===== src/rtl/sorted_priority_queue_insert_macros.svh =====
// assertion macros for the sorted priority queue insert block
// used by modules that check their own control logic, no other dependencies
`ifndef SORTED_PRIORITY_QUEUE_INSERT_MACROS_SVH
`define SORTED_PRIORITY_QUEUE_INSERT_MACROS_SVH

// same-cycle implication, checked out of reset
`define SPQI_ASSERT_NOW(label, clk, rst_n, ante, cons) \
	label: assert property (@(posedge clk) disable iff (!rst_n) (ante) |-> (cons)) \
		else $error("spqi check failed");

// next-cycle implication, checked out of reset
`define SPQI_ASSERT_NEXT(label, clk, rst_n, ante, cons) \
	label: assert property (@(posedge clk) disable iff (!rst_n) (ante) |=> (cons)) \
		else $error("spqi check failed");

`endif


===== src/rtl/spqi_pkg.sv =====
// shared types and codes for the sorted priority queue insert block
// no dependencies
package spqi_pkg;

	localparam int QUEUE_DEPTH_DEFAULT = 16;
	localparam int TAG_W = 32;
	localparam int PRIO_W = 16;

	localparam logic MODE_INSERT = 1'b0;
	localparam logic MODE_DUMP = 1'b1;

	localparam logic [1:0] ST_INSERTED = 2'd0;
	localparam logic [1:0] ST_FULL = 2'd1;
	localparam logic [1:0] ST_ENTRY = 2'd2;
	localparam logic [1:0] ST_EMPTY = 2'd3;

	// commands from the controller to the cell chain
	typedef struct packed {
		logic insert;
		logic rotate;
		logic capture;
		logic clear_out;
	} spqi_cmd_t;

	// queue status back to the controller
	typedef struct packed {
		logic empty;
		logic full;
	} spqi_stat_t;

endpackage


===== src/rtl/spqi_datapath.sv =====
// cell chain holding the sorted entries, entry count and read-out registers
// depends on spqi_pkg
module spqi_datapath import spqi_pkg::*; #(
	parameter int QueueDepth = QUEUE_DEPTH_DEFAULT,
	localparam int CW = $clog2(QueueDepth + 1)
) (
	input  logic                     clk,
	input  logic                     arst_n,
	input  spqi_cmd_t                cmd,
	input  logic [TAG_W-1:0]         tag,
	input  logic signed [PRIO_W-1:0] priority_req,
	output spqi_stat_t               stat,
	output logic [CW-1:0]            count,
	output logic [TAG_W-1:0]         out_tag,
	output logic signed [PRIO_W-1:0] out_priority
);

	logic [TAG_W-1:0]         tag_q [QueueDepth];
	logic signed [PRIO_W-1:0] prio_q [QueueDepth];
	logic [CW-1:0]            count_q;
	logic [QueueDepth-1:0]    ge;
	logic [TAG_W-1:0]         out_tag_q;
	logic signed [PRIO_W-1:0] out_prio_q;

	// stored entries at or above the new priority form a prefix of the chain
	always_comb begin
		for (int i = 0; i < QueueDepth; i++) begin
			ge[i] = (CW'(i) < count_q) && (prio_q[i] >= priority_req);
		end
	end

	for (genvar i = 0; i < QueueDepth; i++) begin : g_cell
		if (i == 0) begin : g_head
			always_ff @(posedge clk) begin
				if (cmd.insert) begin
					if (!ge[0]) begin
						tag_q[0] <= tag;
						prio_q[0] <= priority_req;
					end
				end else if (cmd.rotate) begin
					if (count_q == CW'(1)) begin
						tag_q[0] <= tag_q[0];
						prio_q[0] <= prio_q[0];
					end else begin
						tag_q[0] <= tag_q[1];
						prio_q[0] <= prio_q[1];
					end
				end
			end
		end else begin : g_body
			always_ff @(posedge clk) begin
				if (cmd.insert) begin
					if (!ge[i]) begin
						if (!ge[i-1]) begin
							tag_q[i] <= tag_q[i-1];
							prio_q[i] <= prio_q[i-1];
						end else begin
							tag_q[i] <= tag;
							prio_q[i] <= priority_req;
						end
					end
				end else if (cmd.rotate) begin
					// the occupied tail wraps round to the head
					if (i == QueueDepth - 1 || CW'(i + 1) == count_q) begin
						tag_q[i] <= tag_q[0];
						prio_q[i] <= prio_q[0];
					end else begin
						tag_q[i] <= tag_q[(i + 1) % QueueDepth];
						prio_q[i] <= prio_q[(i + 1) % QueueDepth];
					end
				end
			end
		end
	end

	always_ff @(posedge clk or negedge arst_n) begin
		if (!arst_n) begin
			count_q <= '0;
		end else if (cmd.insert) begin
			count_q <= count_q + CW'(1);
		end
	end

	always_ff @(posedge clk) begin
		if (cmd.capture) begin
			out_tag_q <= tag_q[0];
			out_prio_q <= prio_q[0];
		end else if (cmd.clear_out) begin
			out_tag_q <= '0;
			out_prio_q <= '0;
		end
	end

	assign stat.empty = (count_q == '0);
	assign stat.full = (count_q == CW'(QueueDepth));
	assign count = count_q;
	assign out_tag = out_tag_q;
	assign out_priority = out_prio_q;

endmodule


===== src/rtl/spqi_ctrl.sv =====
// controller: request decode, dump sequencing and result strobe
// depends on spqi_pkg and the assertion macro header
`include "sorted_priority_queue_insert_macros.svh"
module spqi_ctrl import spqi_pkg::*; #(
	parameter int QueueDepth = QUEUE_DEPTH_DEFAULT,
	localparam int CW = $clog2(QueueDepth + 1)
) (
	input  logic          clk,
	input  logic          arst_n,
	input  logic          start,
	input  logic          mode,
	input  spqi_stat_t    stat,
	input  logic [CW-1:0] count,
	output logic          busy,
	output spqi_cmd_t     cmd,
	output logic          strobe,
	output logic [1:0]    status,
	output logic          last
);

	typedef enum logic [1:0] {
		S_IDLE = 2'b01,
		S_DUMP = 2'b10
	} state_t;

	state_t        state_q, state_d;
	logic [CW-1:0] idx_q, idx_d;
	logic          strobe_q, strobe_d;
	logic          last_q, last_d;
	logic [1:0]    status_q, status_d;
	logic          accept;

	assign busy = (state_q == S_DUMP);
	assign accept = start && !busy;

	always_comb begin
		state_d = state_q;
		idx_d = idx_q;
		strobe_d = 1'b0;
		last_d = 1'b0;
		status_d = status_q;
		cmd = '0;
		unique case (state_q)
			S_IDLE: begin
				if (accept) begin
					if (mode == MODE_INSERT) begin
						cmd.insert = !stat.full;
						cmd.clear_out = 1'b1;
						strobe_d = 1'b1;
						last_d = 1'b1;
						status_d = stat.full ? ST_FULL : ST_INSERTED;
					end else if (stat.empty) begin
						cmd.clear_out = 1'b1;
						strobe_d = 1'b1;
						last_d = 1'b1;
						status_d = ST_EMPTY;
					end else begin
						state_d = S_DUMP;
						idx_d = '0;
					end
				end
			end
			S_DUMP: begin
				// head goes out, chain rotates so the next entry reaches the head
				cmd.capture = 1'b1;
				cmd.rotate = 1'b1;
				strobe_d = 1'b1;
				status_d = ST_ENTRY;
				last_d = (idx_q + CW'(1) == count);
				if (last_d) begin
					state_d = S_IDLE;
				end else begin
					idx_d = idx_q + CW'(1);
				end
			end
			default: begin
				state_d = S_IDLE;
			end
		endcase
	end

	always_ff @(posedge clk or negedge arst_n) begin
		if (!arst_n) begin
			state_q <= S_IDLE;
			idx_q <= '0;
			strobe_q <= 1'b0;
			last_q <= 1'b0;
			status_q <= ST_INSERTED;
		end else begin
			state_q <= state_d;
			idx_q <= idx_d;
			strobe_q <= strobe_d;
			last_q <= last_d;
			status_q <= status_d;
		end
	end

	assign strobe = strobe_q;
	assign status = status_q;
	assign last = last_q;

	`SPQI_ASSERT_NOW(a_idx_in_range, clk, arst_n, state_q == S_DUMP, idx_q < count)
	`SPQI_ASSERT_NEXT(a_insert_one_result, clk, arst_n, accept && mode == MODE_INSERT,
		strobe_q && last_q && !busy)
	`SPQI_ASSERT_NEXT(a_dump_starts, clk, arst_n, accept && mode == MODE_DUMP && !stat.empty,
		busy && !strobe_q)
	`SPQI_ASSERT_NOW(a_count_bound, clk, arst_n, 1'b1, count <= CW'(QueueDepth))
	`SPQI_ASSERT_NOW(a_entry_status, clk, arst_n, strobe_q && status_q == ST_ENTRY,
		!stat.empty)

endmodule


===== src/rtl/sorted_priority_queue_insert.sv =====
// top level of the sorted priority queue with stable insert
// depends on spqi_pkg, spqi_ctrl and spqi_datapath
//
//   channel   handshake          fields
//   request   start / busy       mode, tag, priority_req
//   result    strobe             status, out_tag, out_priority, last
//
// an insert is taken while busy is low and its status appears in the next cycle; inserts
// may follow back to back since all cells compare and shift in the same cycle
// a dump holds busy while the stored entries are rotated out, one entry per cycle,
// from the cell chain head; results appear in the cycle after the one that produced them
// reset empties the queue; the receiver cannot stall, each strobe lasts one cycle
module sorted_priority_queue_insert import spqi_pkg::*; #(
	parameter int QUEUE_DEPTH = QUEUE_DEPTH_DEFAULT
) (
	input  logic                     clk,
	input  logic                     arst_n,
	input  logic                     start,
	output logic                     busy,
	input  logic                     mode,
	input  logic [TAG_W-1:0]         tag,
	input  logic signed [PRIO_W-1:0] priority_req,
	output logic                     strobe,
	output logic [1:0]               status,
	output logic [TAG_W-1:0]         out_tag,
	output logic signed [PRIO_W-1:0] out_priority,
	output logic                     last
);

	localparam int CW = $clog2(QUEUE_DEPTH + 1);

	spqi_cmd_t     cmd;
	spqi_stat_t    stat;
	logic [CW-1:0] count;

	spqi_ctrl #(
		.QueueDepth(QUEUE_DEPTH)
	) u_ctrl (
		.clk    (clk),
		.arst_n (arst_n),
		.start  (start),
		.mode   (mode),
		.stat   (stat),
		.count  (count),
		.busy   (busy),
		.cmd    (cmd),
		.strobe (strobe),
		.status (status),
		.last   (last)
	);

	spqi_datapath #(
		.QueueDepth(QUEUE_DEPTH)
	) u_datapath (
		.clk          (clk),
		.arst_n       (arst_n),
		.cmd          (cmd),
		.tag          (tag),
		.priority_req (priority_req),
		.stat         (stat),
		.count        (count),
		.out_tag      (out_tag),
		.out_priority (out_priority)
	);

endmodule

===== config.mk =====
export PLATFORM = sky130hd
export DESIGN_NAME = sorted_priority_queue_insert
export DESIGN_NICKNAME = d
export VERILOG_FILES = /design/src/rtl/spqi_pkg.sv /design/src/rtl/spqi_datapath.sv /design/src/rtl/spqi_ctrl.sv /design/src/rtl/sorted_priority_queue_insert.sv
export VERILOG_INCLUDE_DIRS = /design/src /design/src/rtl
export SDC_FILE = /design/constraint.sdc
export NUM_CORES = 2
export LEC_CHECK = 0
export BUFFER_PORTS_ARGS = -buffer_cell sky130_fd_sc_hd__buf_2
export CAP_MARGIN = 20
export CORE_UTILIZATION = 30
export CTS_CLUSTER_SIZE = 30
export DETAILED_ROUTE_END_ITERATION = 7
export PLACE_DENSITY = 0.48
export SYNTH_ARGS = -nofsm -noshare
export SYNTH_HDL_FRONTEND = slang
export SYNTH_SLANG_ARGS = --single-unit

===== constraint.sdc =====
create_clock -name clk -period 5.2 [get_ports clk]
set_input_delay 0.78 -clock clk [delete_from_list [all_inputs] [get_ports clk]]
set_output_delay 0.78 -clock clk [all_outputs]
set_load 0.05 [all_outputs]

==> flow_summary.json <==
{
  "hold_viol": 0,
  "fmax_ghz": 0.234,
  "ant_nets": 0,
  "p_leak_nw": 23.4,
  "syn-num-nets": 5048,
  "first_pass_iters": 5,
  "rows": 155,
  "drt_iter0_markers": 3458,
  "p_seq_frac": 0.377,
  "ys_seq_elements": 832,
  "area_growth_pct": 13.3,
  "wl_per_cell_microns": 28.5,
  "synth_edf_count": 816,
  "cp.arrival_ns": 4.73,
  "numPlacedInstances": 6928,
  "hp-class": "in2async",
  "crit_path_start": "priority_req[14]",
  "critPathBufInv": 4,
  "dieHeight_microns": 427,
  "internal-power_mw": 18.9,
  "via_per_inst": 5.71,
  "grt_usage": 0.219,
  "r2r-end": "u_datapath.tag_q[14][24]",
  "grt_use_met2": 0.353,
  "slew_headroom": 0.191,
  "endpoint_kind": "flip-flop",
  "p_comb_frac": 0.397,
  "cp_top_family": "compound AO/OA/AOI/OAI gates",
  "cap_violations": 0,
  "synth_top_area_frac": 0.452,
  "setup_slack_ns": 0.923,
  "wirelength_microns": 203000,
  "pwr-share-clk": 0.226,
  "critical_path_class": "in2reg",
  "ys_seq_area_frac": 0.460,
  "cp_cell_sequence": "buf_2, inv_1, buf_4, ha_1, nand4_1, a21oi_1, o41ai_1, a31oi_1, o211ai_1, buf_4, mux2i_1, mux2i_1",
  "switching_share": 0.401,
  "grt_remaining_overflow": 0,
  "layout_common_cells": "mux2i_1 (1249), edfxtp_1 (816), a21oi_1 (400)",
  "worst_pin_slew_ns": 1.20,
  "power_switching_mw": 12.6,
  "top_usage_layer": "met2",
  "insertion_delay_ns": 0.76,
  "die_area_sq_um": 182000,
  "synth_area_leaders": "edfxtp_1 (45%), mux2i_1 (23%), ha_1 (6.0%), a22oi_1 (3.9%), a21oi_1 (3.7%)",
  "post-synth-top-area-cell": "edfxtp_1",
  "cts_tree": "yes",
  "antenna_found_initial": 5,
  "cp_slowest_stage_delay_ns": 0.86,
  "yosys_warnings": 0,
  "die_x_microns": 427,
  "dp_slack_ns": 0.369,
  "numCtsBuffers": 102,
  "reg2reg_depth": 10,
  "setup_viol": 0,
  "hpwl_microns": 131000,
  "ir_worst_vdd_uv": 329,
  "final_cells": 7120,
  "grt_pass1_vias": 40500,
  "grt.met3_usage": 0.0291,
  "rrSetupSlack_ns": 1.18,
  "gp_congestion": 0.913,
  "clk_pin_slew_ns": 0.06,
  "synth_ff_type": "edfxtp_1",
  "syn_area_sq_um": 54200,
  "r2r-start": "u_datapath.prio_q[7][2]",
  "post_cts_resized": 0,
  "drc": 0,
  "slew_violations": 0,
  "period_share": 0.823,
  "layout_commonest_cell": "mux2i_1",
  "crit_required_ns": 5.65,
  "run_status": "finished, final reports clean",
  "core_sq_um": 179000,
  "layout-drive-gt1-share": 0.115,
  "clock_sinks": 832,
  "cp_max_fo": 25,
  "tns_ns": 0,
  "met1_usage": 0.302,
  "period_needed_ns": 4.28,
  "ios": 105,
  "vias": 40600,
  "syn_inst": 4734,
  "syn-mean-instance-area_sq_um": 11.4,
  "cts_max_path_buffers": 3,
  "p_per_area_nw_per_um2": 514,
  "grt_max_degree": 157,
  "grt_pass1_wl_microns": 295000,
  "initial_core_util": 0.303,
  "cts_setup_buffers": 0,
  "finClkSkew_ns": 0.0431,
  "place.port_buffers": 104,
  "worstSetupStartpointType": "input pin",
  "num-nets-final": 4993,
  "cts-root-buf": "clkbuf_16",
  "htree_levels": 3,
  "yosysUniqueCellTypes": 80,
  "cpMaxStageDelayCell": "o41ai_1",
  "hold_buffers": 1,
  "synthArstFlopShare": 0.0192,
  "rsz0062_at_grt": "no"
}
[routing by layer]
metal	vias to the layer above	share of wire
li1	18100	-
met1	21000	0.45
met2	1289	0.46
met3	277	0.052
met4	4	0.031
met5	-	0.00011
[how the worst max path moves through the flow]
| stage | end | slack (ns) | depth (start not counted) |
|---|---|---|---|
| after floorplan | u_datapath.prio_q[3][16] | 0.56 | 11 |
| after global placement | u_datapath.tag_q[13][14] | 0.44 | 12 |
| after detailed placement | u_datapath.tag_q[14][23] | 0.37 | 12 |
| after CTS | u_datapath.tag_q[14][23] | 1.16 | 12 |
| after global routing | u_datapath.tag_q[13][17] | 0.98 | 12 |
| final | u_datapath.tag_q[13][17] | 0.92 | 12 |
[area by class of cell]
class	instances	area, sq um
Timing Repair Buffer	311	2780
Clock buffer	131	2670
Fill cell	17800	118000
Clock inverter	58	527
Inverter	68	255
Multi-Input combinational cell	3364	27300
Sequential cell	832	24900
Tap cell	2355	2950
Antenna cell	1	2.50
[flip-flops by register name, indices dropped and copies added, names as in the netlist]
name,cells
u_ctrl.strobe,1
u_datapath.out_priority,16
u_ctrl.idx_q,5
u_ctrl.last,1
u_datapath.prio_q,256
u_datapath.out_tag,32
u_ctrl.state_q,2
u_datapath.tag_q,512
u_datapath.count,5
u_ctrl.status,2
[cells in the mapped netlist (3+ instances only)]
| library cell | number |
|---|---|
| nor3_1 | 10 |
| nand2b_1 | 96 |
| nand2_1 | 298 |
| or4_1 | 3 |
| inv_1 | 65 |
| or3_1 | 7 |
| a22oi_1 | 283 |
| clkbuf_1 | 309 |
| buf_2 | 73 |
| a221oi_1 | 4 |
| nor3b_1 | 43 |
| a21o_1 | 34 |
| a211o_1 | 43 |
| a31oi_1 | 34 |
| nor2_1 | 87 |
| nand3_1 | 48 |
| o21bai_1 | 19 |
| edfxtp_1 | 816 |
| o21ai_0 | 75 |
| ha_1 | 262 |
| buf_4 | 34 |
| a2111o_1 | 5 |
| o21a_1 | 5 |
| o311ai_0 | 20 |
| buf_6 | 13 |
| mux2_2 | 33 |
| buf_1 | 41 |
| nand4_1 | 54 |
| and2_1 | 50 |
| nor4_1 | 4 |
| o211ai_1 | 65 |
| nor3_2 | 5 |
| xnor2_1 | 7 |
| nor2b_1 | 14 |
| o31a_1 | 9 |
| dfrtp_1 | 15 |
| mux2i_1 | 1249 |
| o41ai_1 | 3 |
| a21oi_1 | 400 |
| and4_1 | 7 |
| or2_2 | 4 |
| and3_1 | 11 |
| a211oi_1 | 15 |
| nand3b_1 | 14 |
| a31o_1 | 3 |
[per-stage QoR]
step                      utilization  hold WS (ns)  instance area (sq um)  total power, mW
after floorplan                     -         0.476                  54200             19.4
after global placement          0.325         0.498                  58200             24.3
after detailed placement        0.325         0.508                  58200             24.4
after CTS                       0.343         0.471                  61400             31.6
after global routing            0.343         0.503                  61400             33.1
final                           0.343         0.505                  61400             31.6
[cell families (layout without fill, tap and decap cells)]
kind of cell             Yosys count  after routing  share of synthesized area
AO/OA/AOI/OAI                   1043           1043                      0.125
XOR/XNOR                           9              9                    0.00145
adder cells (fa/ha/maj)          262            262                     0.0605
buffers and inverters            538            568                     0.0431
flip-flops                       832            832                      0.460
multiplexers                    1282           1282                      0.238
other                              0              1                          0
AND/OR/NAND/NOR                  768            768                     0.0726
[power by group through the flow]
| stage | combinational [mW] | sequential, mW | clock, mW |
|---|---|---|---|
| 3_3_place_gp | 12.3 | 12.0 | 0 |
| 6_report | 12.5 | 11.9 | 7.14 |
| 2_1_floorplan | 7.80 | 11.6 | 0 |
| 3_5_place_dp | 12.5 | 12.0 | 0 |
| 5_1_grt | 13.5 | 12.1 | 7.50 |
| 4_1_cts | 12.5 | 11.9 | 7.29 |
Note: power is estimated with default switching activity, not from simulation.
